`src/rtl/trade_ohlc_vwap_tracker_unit_defines.svh`:
```
// Assertion macros shared by the tracker RTL.
`ifndef TRADE_OHLC_VWAP_TRACKER_UNIT_DEFINES_SVH
`define TRADE_OHLC_VWAP_TRACKER_UNIT_DEFINES_SVH

// Check that holds in the same cycle as its trigger.
`define TOV_ASSERT_SAME(label, cond, check, msg) \
	label: assert property (@(posedge clk) disable iff (!arst_n) (cond) |-> (check)) \
		else $error(msg);

// Check that holds in the cycle after its trigger.
`define TOV_ASSERT_NEXT(label, cond, check, msg) \
	label: assert property (@(posedge clk) disable iff (!arst_n) (cond) |=> (check)) \
		else $error(msg);

`endif

```
`src/rtl/tov_pkg.sv`:
```
// Shared widths, codes and types of the trade OHLC and VWAP tracker.
`default_nettype none

package tov_pkg;

	localparam int PRICE_BITS = 32;
	localparam int QTY_BITS   = 32;
	localparam int VOL_BITS   = 64;
	localparam int TIME_BITS  = 64;
	localparam int COUNT_BITS = 32;

	// Volume is multiplied in two halves so each product fits one multiplier pass.
	localparam int HALF_BITS = VOL_BITS / 2;
	localparam int OPW_PQ    = (PRICE_BITS > QTY_BITS) ? PRICE_BITS : QTY_BITS;
	localparam int OPW_BITS  = (OPW_PQ > HALF_BITS) ? OPW_PQ : HALF_BITS;

	localparam int DIV_CNT_BITS = $clog2(VOL_BITS);

	localparam logic MODE_TRADE = 1'b0;
	localparam logic MODE_QUOTE = 1'b1;

	typedef struct packed {
		logic                start;
		logic [VOL_BITS-1:0] dividend;
		logic [VOL_BITS-1:0] divisor;
	} div_req_t;

	typedef struct packed {
		logic                  done;
		logic [PRICE_BITS-1:0] quotient;
	} div_rsp_t;

endpackage

`default_nettype wire

```
`src/rtl/tov_event_if.sv`:
```
// Handshake channel that carries one market event per transaction.
`default_nettype none

interface tov_event_if;
	logic                           valid;
	logic                           ready;
	logic                           mode;
	logic [tov_pkg::TIME_BITS-1:0]  event_time;
	logic [tov_pkg::PRICE_BITS-1:0] trade_price;
	logic [tov_pkg::QTY_BITS-1:0]   trade_qty;
	logic [tov_pkg::PRICE_BITS-1:0] bid_price;
	logic [tov_pkg::PRICE_BITS-1:0] ask_price;

	modport source (
		output valid, mode, event_time, trade_price, trade_qty, bid_price, ask_price,
		input  ready
	);
	modport sink (
		input  valid, mode, event_time, trade_price, trade_qty, bid_price, ask_price,
		output ready
	);
endinterface

`default_nettype wire

```
`src/rtl/tov_result_if.sv`:
```
// Handshake channel that carries one statistics snapshot per transaction.
`default_nettype none

interface tov_result_if;
	logic                           valid;
	logic                           ready;
	logic [tov_pkg::PRICE_BITS-1:0] open_out;
	logic [tov_pkg::PRICE_BITS-1:0] high_out;
	logic [tov_pkg::PRICE_BITS-1:0] low_out;
	logic [tov_pkg::PRICE_BITS-1:0] last_out;
	logic [tov_pkg::PRICE_BITS-1:0] vwap_out;
	logic [tov_pkg::VOL_BITS-1:0]   volume_out;
	logic [tov_pkg::COUNT_BITS-1:0] count_out;
	logic [tov_pkg::PRICE_BITS-1:0] spread_out;
	logic [tov_pkg::TIME_BITS-1:0]  update_time_out;

	modport source (
		output valid, open_out, high_out, low_out, last_out, vwap_out, volume_out,
			count_out, spread_out, update_time_out,
		input  ready
	);
	modport sink (
		input  valid, open_out, high_out, low_out, last_out, vwap_out, volume_out,
			count_out, spread_out, update_time_out,
		output ready
	);
endinterface

`default_nettype wire

```
`src/rtl/tov_divider.sv`:
```
// Radix-2 restoring divider, one quotient bit per cycle.
`default_nettype none

module tov_divider (
	input  wire logic              clk,
	input  wire logic              arst_n,
	input  wire tov_pkg::div_req_t req,
	output tov_pkg::div_rsp_t      rsp
);

	localparam int VOL_W = tov_pkg::VOL_BITS;
	localparam int CNT_W = tov_pkg::DIV_CNT_BITS;
	localparam logic [CNT_W-1:0] CNT_LAST = CNT_W'(VOL_W - 1);

	logic             busy_q;
	logic             done_q;
	logic [CNT_W-1:0] cnt_q;
	logic [VOL_W-1:0] rem_q;
	logic [VOL_W-1:0] quo_q;
	logic [VOL_W-1:0] dvs_q;
	logic [VOL_W:0]   trial;
	logic             take;

	// Shift the next dividend bit into the partial remainder and try the subtraction.
	assign trial = {rem_q, quo_q[VOL_W-1]} - {1'b0, dvs_q};
	assign take  = !trial[VOL_W];

	always_ff @(posedge clk or negedge arst_n) begin
		if (!arst_n) begin
			busy_q <= 1'b0;
			done_q <= 1'b0;
			cnt_q  <= '0;
		end else begin
			done_q <= 1'b0;
			if (req.start) begin
				busy_q <= 1'b1;
				cnt_q  <= '0;
			end else if (busy_q) begin
				cnt_q <= cnt_q + CNT_W'(1);
				if (cnt_q == CNT_LAST) begin
					busy_q <= 1'b0;
					done_q <= 1'b1;
				end
			end
		end
	end

	// The quotient bits shift in behind the dividend bits as they are consumed.
	always_ff @(posedge clk) begin
		if (req.start) begin
			rem_q <= '0;
			quo_q <= req.dividend;
			dvs_q <= req.divisor;
		end else if (busy_q) begin
			rem_q <= take ? trial[VOL_W-1:0] : {rem_q[VOL_W-2:0], quo_q[VOL_W-1]};
			quo_q <= {quo_q[VOL_W-2:0], take};
		end
	end

	assign rsp.done     = done_q;
	assign rsp.quotient = quo_q[tov_pkg::PRICE_BITS-1:0];

endmodule

`default_nettype wire

```
`src/rtl/trade_ohlc_vwap_tracker_unit.sv`:
```
// Running open, high, low, last, VWAP, volume, count and spread over a trade and quote feed.
//
// Every accepted event transaction produces exactly one result transaction, a snapshot of
// all statistics after that event. A quote goes from the accepting cycle straight to its
// result. A trade first runs through the multiply steps, in which a single 32-by-32
// multiplier forms vwap*volume (in two halves) and price*qty and accumulates them modulo
// 2^64. When its new volume is not zero, it then runs a radix-2 restoring divider that
// produces one quotient bit per cycle, and loads the new VWAP before its result is offered.
// The block takes one event at a time: the event channel is ready only while the block is
// idle, and the snapshot stays on the result channel until it is taken, so back-pressure
// on the result channel also holds off the next event.
`default_nettype none
`include "trade_ohlc_vwap_tracker_unit_defines.svh"

module trade_ohlc_vwap_tracker_unit (
	input wire logic     clk,
	input wire logic     arst_n,
	tov_event_if.sink    events,
	tov_result_if.source results
);

	localparam int PRICE_W = tov_pkg::PRICE_BITS;
	localparam int QTY_W   = tov_pkg::QTY_BITS;
	localparam int VOL_W   = tov_pkg::VOL_BITS;
	localparam int TIME_W  = tov_pkg::TIME_BITS;
	localparam int COUNT_W = tov_pkg::COUNT_BITS;
	localparam int HALF_W  = tov_pkg::HALF_BITS;
	localparam int OP_W    = tov_pkg::OPW_BITS;

	// Multiply steps: two volume halves against the old VWAP, then price by quantity.
	// The last step only folds the final product into the sum.
	localparam logic [1:0] MUL_VOL_LO = 2'd0;
	localparam logic [1:0] MUL_VOL_HI = 2'd1;
	localparam logic [1:0] MUL_TRADE  = 2'd2;
	localparam logic [1:0] MUL_LAST   = 2'd3;

	typedef enum logic [3:0] {
		S_IDLE = 4'b0001,
		S_MUL  = 4'b0010,
		S_DIV  = 4'b0100,
		S_OUT  = 4'b1000
	} state_t;

	state_t state_q;
	logic [1:0] mstep_q;

	// Architectural statistics; these are also the result payload.
	logic [PRICE_W-1:0] open_q;
	logic [PRICE_W-1:0] high_q;
	logic [PRICE_W-1:0] low_q;
	logic [PRICE_W-1:0] last_q;
	logic [PRICE_W-1:0] vwap_q;
	logic [VOL_W-1:0]   volume_q;
	logic [COUNT_W-1:0] count_q;
	logic [PRICE_W-1:0] spread_q;
	logic [TIME_W-1:0]  time_q;

	// Working registers of the current trade.
	logic [PRICE_W-1:0] price_q;
	logic [QTY_W-1:0]   qty_q;
	logic [VOL_W-1:0]   prod_q;
	logic               prod_shift_q;
	logic [VOL_W-1:0]   acc_q;

	logic               accept;
	logic               accept_trade;
	logic               mul_last;
	logic [OP_W-1:0]    mul_a;
	logic [OP_W-1:0]    mul_b;
	logic [2*OP_W-1:0]  mul_full;
	logic [VOL_W-1:0]   addend;
	logic [VOL_W-1:0]   acc_sum;
	logic [VOL_W-1:0]   vol_sum;

	tov_pkg::div_req_t div_req;
	tov_pkg::div_rsp_t div_rsp;

	assign accept       = events.valid && events.ready;
	assign accept_trade = accept && (events.mode == tov_pkg::MODE_TRADE);
	assign mul_last     = (state_q == S_MUL) && (mstep_q == MUL_LAST);

	// The one multiplier is fed a different operand pair in each multiply step.
	always_comb begin
		unique case (mstep_q)
			MUL_VOL_LO: begin
				mul_a = OP_W'(vwap_q);
				mul_b = OP_W'(volume_q[HALF_W-1:0]);
			end
			MUL_VOL_HI: begin
				mul_a = OP_W'(vwap_q);
				mul_b = OP_W'(volume_q[VOL_W-1:HALF_W]);
			end
			MUL_TRADE, MUL_LAST: begin
				mul_a = OP_W'(price_q);
				mul_b = OP_W'(qty_q);
			end
		endcase
	end

	assign mul_full = mul_a * mul_b;

	// The product of the upper volume half carries weight 2^32; bits shifted past bit 63
	// drop out, which is exactly the wrap of the 64-bit sum.
	assign addend  = prod_shift_q ? (prod_q << HALF_W) : prod_q;
	assign acc_sum = acc_q + addend;
	assign vol_sum = volume_q + VOL_W'(qty_q);

	assign div_req.start    = mul_last && (vol_sum != '0);
	assign div_req.dividend = acc_sum;
	assign div_req.divisor  = vol_sum;

	tov_divider u_div (
		.clk    (clk),
		.arst_n (arst_n),
		.req    (div_req),
		.rsp    (div_rsp)
	);

	always_ff @(posedge clk or negedge arst_n) begin
		if (!arst_n) begin
			state_q  <= S_IDLE;
			mstep_q  <= MUL_VOL_LO;
			open_q   <= '0;
			high_q   <= '0;
			low_q    <= '0;
			last_q   <= '0;
			vwap_q   <= '0;
			volume_q <= '0;
			count_q  <= '0;
			spread_q <= '0;
			time_q   <= '0;
		end else begin
			unique case (state_q)
				S_IDLE: begin
					if (accept) begin
						time_q <= events.event_time;
						if (events.mode == tov_pkg::MODE_QUOTE) begin
							spread_q <= events.ask_price - events.bid_price;
							state_q  <= S_OUT;
						end else begin
							// A zero count, also after a wrap, restarts open, high and low.
							last_q <= events.trade_price;
							if (count_q == '0) begin
								open_q <= events.trade_price;
								high_q <= events.trade_price;
								low_q  <= events.trade_price;
							end else begin
								if (events.trade_price > high_q) begin
									high_q <= events.trade_price;
								end
								if (events.trade_price < low_q) begin
									low_q <= events.trade_price;
								end
							end
							count_q <= count_q + COUNT_W'(1);
							mstep_q <= MUL_VOL_LO;
							state_q <= S_MUL;
						end
					end
				end
				S_MUL: begin
					mstep_q <= mstep_q + 2'd1;
					if (mstep_q == MUL_LAST) begin
						// The volume is updated only after both old-volume products are formed.
						volume_q <= vol_sum;
						state_q  <= (vol_sum != '0) ? S_DIV : S_OUT;
					end
				end
				S_DIV: begin
					if (div_rsp.done) begin
						vwap_q  <= div_rsp.quotient;
						state_q <= S_OUT;
					end
				end
				S_OUT: begin
					if (results.ready) begin
						state_q <= S_IDLE;
					end
				end
				default: begin
					state_q <= S_IDLE;
				end
			endcase
		end
	end

	// Trade operands and the multiply pipeline; none of these need a reset value.
	always_ff @(posedge clk) begin
		if (accept_trade) begin
			price_q <= events.trade_price;
			qty_q   <= events.trade_qty;
			acc_q   <= '0;
		end else if ((state_q == S_MUL) && (mstep_q != MUL_VOL_LO)) begin
			acc_q <= acc_sum;
		end
		if (state_q == S_MUL) begin
			prod_q       <= VOL_W'(mul_full);
			prod_shift_q <= (mstep_q == MUL_VOL_HI);
		end
	end

	assign events.ready = (state_q == S_IDLE);

	assign results.valid           = (state_q == S_OUT);
	assign results.open_out        = open_q;
	assign results.high_out        = high_q;
	assign results.low_out         = low_q;
	assign results.last_out        = last_q;
	assign results.vwap_out        = vwap_q;
	assign results.volume_out      = volume_q;
	assign results.count_out       = count_q;
	assign results.spread_out      = spread_q;
	assign results.update_time_out = time_q;

	// Once any trade has been counted, the high can never fall below the low.
	`TOV_ASSERT_SAME(a_high_not_below_low, count_q != '0, high_q >= low_q, "high below low")

	// A trade that leaves the volume at zero skips the divider and keeps the VWAP.
	`TOV_ASSERT_NEXT(a_zero_volume_keeps_vwap, mul_last && (vol_sum == '0),
		$stable(vwap_q) && (state_q == S_OUT), "zero volume changed vwap")

	// A quotient only arrives while the sequencer is waiting for it.
	`TOV_ASSERT_SAME(a_div_done_in_div, div_rsp.done, state_q == S_DIV,
		"divider finished outside division")

	// A snapshot that waits on the result channel is not disturbed.
	`TOV_ASSERT_NEXT(a_result_held, results.valid && !results.ready,
		$stable(volume_q) && $stable(vwap_q) && $stable(count_q), "snapshot changed")

endmodule

`default_nettype wire

```
`src/flat_wrapper.sv`:
```
// flat-port wrapper written by rule: the top's interface ports become plain ports
module trade_ohlc_vwap_tracker_unit_flat 
  (clk, arst_n, events_valid, events_mode, events_event_time, events_trade_price, events_trade_qty, events_bid_price, events_ask_price, events_ready, results_valid, results_open_out, results_high_out, results_low_out, results_last_out, results_vwap_out, results_volume_out, results_count_out, results_spread_out, results_update_time_out, results_ready);
  tov_event_if events_i ();
  tov_result_if results_i ();
  input wire logic clk;
  input wire logic arst_n;
  input wire logic [$bits(events_i.valid)-1:0] events_valid;
  input wire logic [$bits(events_i.mode)-1:0] events_mode;
  input wire logic [$bits(events_i.event_time)-1:0] events_event_time;
  input wire logic [$bits(events_i.trade_price)-1:0] events_trade_price;
  input wire logic [$bits(events_i.trade_qty)-1:0] events_trade_qty;
  input wire logic [$bits(events_i.bid_price)-1:0] events_bid_price;
  input wire logic [$bits(events_i.ask_price)-1:0] events_ask_price;
  output wire logic [$bits(events_i.ready)-1:0] events_ready;
  output wire logic [$bits(results_i.valid)-1:0] results_valid;
  output wire logic [$bits(results_i.open_out)-1:0] results_open_out;
  output wire logic [$bits(results_i.high_out)-1:0] results_high_out;
  output wire logic [$bits(results_i.low_out)-1:0] results_low_out;
  output wire logic [$bits(results_i.last_out)-1:0] results_last_out;
  output wire logic [$bits(results_i.vwap_out)-1:0] results_vwap_out;
  output wire logic [$bits(results_i.volume_out)-1:0] results_volume_out;
  output wire logic [$bits(results_i.count_out)-1:0] results_count_out;
  output wire logic [$bits(results_i.spread_out)-1:0] results_spread_out;
  output wire logic [$bits(results_i.update_time_out)-1:0] results_update_time_out;
  input wire logic [$bits(results_i.ready)-1:0] results_ready;
  assign events_i.valid = events_valid;
  assign events_i.mode = events_mode;
  assign events_i.event_time = events_event_time;
  assign events_i.trade_price = events_trade_price;
  assign events_i.trade_qty = events_trade_qty;
  assign events_i.bid_price = events_bid_price;
  assign events_i.ask_price = events_ask_price;
  assign events_ready = events_i.ready;
  assign results_valid = results_i.valid;
  assign results_open_out = results_i.open_out;
  assign results_high_out = results_i.high_out;
  assign results_low_out = results_i.low_out;
  assign results_last_out = results_i.last_out;
  assign results_vwap_out = results_i.vwap_out;
  assign results_volume_out = results_i.volume_out;
  assign results_count_out = results_i.count_out;
  assign results_spread_out = results_i.spread_out;
  assign results_update_time_out = results_i.update_time_out;
  assign results_i.ready = results_ready;
  trade_ohlc_vwap_tracker_unit u_core (.clk(clk), .arst_n(arst_n), .events(events_i), .results(results_i));
endmodule
```
`config.mk`:
```
export PLATFORM = sky130hd
export DESIGN_NAME = trade_ohlc_vwap_tracker_unit_flat
export DESIGN_NICKNAME = d
export VERILOG_FILES = /design/src/rtl/tov_pkg.sv /design/src/rtl/tov_event_if.sv /design/src/rtl/tov_result_if.sv /design/src/rtl/tov_divider.sv /design/src/rtl/trade_ohlc_vwap_tracker_unit.sv /design/src/flat_wrapper.sv
export VERILOG_INCLUDE_DIRS = /design/src /design/src/rtl
export SDC_FILE = /design/constraint.sdc
export NUM_CORES = 2
export LEC_CHECK = 0
export ABC_AREA = 1
export BUFFER_PORTS_ARGS = -buffer_cell sky130_fd_sc_hd__buf_2
export CORE_MARGIN = 5
export CORE_UTILIZATION = 40
export CTS_CLUSTER_DIAMETER = 200
export DETAILED_ROUTE_END_ITERATION = 10
export PLACE_DENSITY_LB_ADDON = 0.2
export SLEW_MARGIN = 10
export SYNTH_ARGS = -nofsm -noshare
export SYNTH_HDL_FRONTEND = slang
export SYNTH_HIERARCHICAL = 1
export SYNTH_SLANG_ARGS = --single-unit
```
`constraint.sdc`:
```
create_clock -name clk -period 14.4 [get_ports clk]
set_input_delay 2.88 -clock clk [delete_from_list [all_inputs] [get_ports clk]]
set_output_delay 2.88 -clock clk [all_outputs]
set_load 0.01 [all_outputs]
```
==> results.json <==
{
  "coreArea_um2": 199900,
  "area_growth_pct": 11.27,
  "cap_violations": 0,
  "syn_area_um2": 80330,
  "worstSetupPathType": "reg -> reg",
  "pre_cts_ws_ns": 4.269,
  "worstSetupEndpointType": "flip-flop",
  "hold_buffers": 0,
  "max_freq_ghz": 0.09872,
  "syn_nets": 12150,
  "fin_nets": 12590,
  "grt_util_all_layers_pct": 29.20,
  "drc_errors": 0,
  "clkLatencyLatePin_ns": 0.77,
  "cts_sinks": 751,
  "gr-total-overflow": 0,
  "portBuffers": 550,
  "hold_violations": 0,
  "hold_path_depth": 2,
  "grt_pass1_vias": 71130,
  "antenna_left": 0,
  "fin_util_pct": 44.73,
  "cts_root_buffer": "clkbuf_16",
  "crit_arrival_ns": 10.62,
  "cts_resized": 0,
  "h-tree-depth": 3,
  "tightest_slew_ns": 1.204,
  "ys.flop_type": "dfrtp_1",
  "row_count": 164,
  "cts.path.max_buffers": 3,
  "power_leakage_nw": 47.31,
  "post_drt_wl_per_cell_um": 22.70,
  "cts_tree": "yes",
  "vias_per_cell": 5.178,
  "r2r_slack_ns": 4.27,
  "slew_headroom_pct": 19.27,
  "finalCritPeriodShare_pct": 70.34,
  "cp_max_fo": 64,
  "ys_async_sr_fraction_pct": 48.74,
  "vdd_drop_max_uv": 246.8,
  "hold_path.class": "reg -> reg",
  "crit_slowest_cell": "clkinv_1",
  "rr_startpoint": "u_core/mstep_q[0]$_DFFE_PN0P_",
  "yosysUniqueCellTypes": 64,
  "postSynthCellCount": 10530,
  "cp_top_family": "adder cells",
  "die_w_um": 458.1,
  "syn_avg_cell_area_um2": 7.628,
  "yosysTopAreaCell": "fa_1",
  "hp-start": "u_core/u_div/rem_q[21]$_SDFFE_PP0P_",
  "p_total_mw": 20.25,
  "numCtsBuffers": 93,
  "cp_common_cell": "fa_1",
  "yosysTopAreaCellShare_pct": 22.43,
  "post_cts_buffers": 0,
  "routed_wl_um": 311000,
  "r2r_cells": 32,
  "grt_pass1_wl_um": 462200,
  "max_stage_delay_ns": 0.74,
  "start_util_pct": 40.19,
  "antenna_found_initial": 10,
  "seq_area_frac_synth_pct": 24.20,
  "post_route_cells_drive_above_1_share_pct": 9.498,
  "period_minus_slack_ns": 10.13,
  "clk_pin_slew_ns": 0.06,
  "die_y_um": 458.1,
  "dp_hpwl_um": 250900,
  "worstPathRequired_ns": 14.89,
  "synth.most_common_cell": "nand2_1",
  "gp_congestion": 1.014,
  "dieArea_um2": 209900,
  "yosys_register_bits": 751,
  "reg2reg_to": "u_core/prod_q[61]$_DFFE_PN_",
  "grt_max_degree": 89,
  "cp-start-kind": "flip-flop",
  "fin_setup_tns_ns": 0,
  "drtIter0Drc": 6298,
  "setup_violations": 0,
  "fin_ws_ns": 4.271,
  "cp_num_buf_inv": 9,
  "num_vias": 70960,
  "synth_enable_flop_cells": 257,
  "hold_end": "u_core/u_div/rem_q[21]$_SDFFE_PP0P_",
  "p_per_area_nw_per_um2": 226.6,
  "skew_ns": 0.1039,
  "synth_common_cells": "nand2_1, inv_1, nor2_1",
  "synth.area.top_cells": "fa_1, nand2_1, dfrtp_1, inv_1, edfxtp_1",
  "firstDrtPassIters": 5,
  "drv_slew": 0,
  "yosysWarnings": 6,
  "grt_setup_unrepaired": "no",
  "run_status": "complete, no violations",
  "io_pins": 551
}
==> how the worst max path moves through the flow <==
stage,cells past startpoint,slack (ns),endpoint,startpoint
after floorplan,33,6.33,u_core/prod_q[61]$_DFFE_PN_,u_core/mstep_q[0]$_DFFE_PN0P_
after global placement,31,4.34,u_core/prod_q[61]$_DFFE_PN_,u_core/mstep_q[0]$_DFFE_PN0P_
after detailed placement,32,4.27,u_core/prod_q[61]$_DFFE_PN_,u_core/mstep_q[0]$_DFFE_PN0P_
after CTS,32,4.33,u_core/prod_q[61]$_DFFE_PN_,u_core/mstep_q[0]$_DFFE_PN0P_
after global routing,33,3.68,u_core/prod_q[61]$_DFFE_PN_,u_core/mstep_q[0]$_DFFE_PN0P_
final,32,4.27,u_core/prod_q[61]$_DFFE_PN_,u_core/mstep_q[0]$_DFFE_PN0P_
==> cells by family after synthesis <==
logic type | Yosys count | share of synthesized area (%)
XOR/XNOR | 206 | 2.255
AND/OR/NAND/NOR | 4364 | 21.70
adder cells (fa/ha/maj) | 1423 | 30.57
buffers and inverters | 2593 | 12.39
multiplexers | 94 | 1.318
AO/OA/AOI/OAI | 1101 | 7.563
flip-flops | 751 | 24.20
==> stage by stage <==
| stage | area (µm²) | hold slack [ns] | instances |
|---|---|---|---|
| 6_report | 89390 | 0.4723 | 13700 |
| 5_1_grt | 89390 | 0.4891 | 13700 |
| 4_1_cts | 89380 | 0.4754 | 13700 |
| 3_5_place_dp | 86100 | 0.4645 | 13530 |
| 3_3_place_gp | 86100 | 0.4598 | 13530 |
| 2_1_floorplan | 80330 | 0.4488 | 10530 |
==> worst min-delay path, delay by kind of cell (launching register included) <==
family / cells / cell delay [ns]
flops: 1 / 0.32
simple gates: 2 / 0.10
==> state kept, by name, summed over array words and instances (netlist names), 2 cells and up <==
name                            count
u_core/u_div/quo_q                 64
u_core/u_div/cnt_q                  6
u_core/results.count_out           32
u_core/results.volume_out          64
u_core/results.high_out            32
u_core/price_q                     32
u_core/results.last_out            32
u_core/mstep_q                      2
u_core/results.open_out            32
u_core/acc_q                       64
u_core/qty_q                       32
u_core/results.spread_out          32
u_core/results.low_out             32
u_core/prod_q                      64
u_core/u_div/dvs_q                 64
u_core/results.update_time_out     64
u_core/u_div/rem_q                 64
u_core/results.vwap_out            32
u_core/state_q                      4
==> cell type report <==
cell class / instances / area (µm²)
antenna: 3 / 7.507
timing repair buffer: 670 / 3664
clock buffer: 129 / 2638
multi-input combinational: 7188 / 51170
inverter: 2262 / 8497
sequential: 751 / 19440
fill: 20440 / 110500
clock inverter: 45 / 646.9
tap: 2656 / 3323
==> per-layer routing <==
metal / track usage [%] / wire, µm
met5: 0 / 80
met4: 13.36 / 16950
met3: 4.472 / 21460
met2: 48.70 / 146300
met1: 37.55 / 126200
==> placed cells by master (no fill, tap or decap), types with 97 or more instances in the layout <==
| cell type | count |
|---|---|
| nand2_1 | 2708 |
| clkbuf_16 | 97 |
| ha_1 | 523 |
| a21oi_1 | 319 |
| dfrtp_1 | 365 |
| nand3_1 | 306 |
| xor2_1 | 135 |
| dfxtp_1 | 128 |
| fa_1 | 900 |
| buf_4 | 120 |
| inv_1 | 2227 |
| edfxtp_1 | 257 |
| buf_2 | 549 |
| nor2_1 | 1102 |
| o21ai_0 | 474 |
==> power by group <==
group / leakage [nW] / total (mW) / switching [mW] / internal, mW
clock: 1.57 / 2.50 / 1.05 / 1.45
combinational: 37.7 / 14.2 / 9.77 / 4.42
sequential: 8.04 / 3.57 / 0.453 / 3.11
total: 47.3 / 20.3 / 11.3 / 8.98
Note: power is estimated with default switching activity, not from simulation.
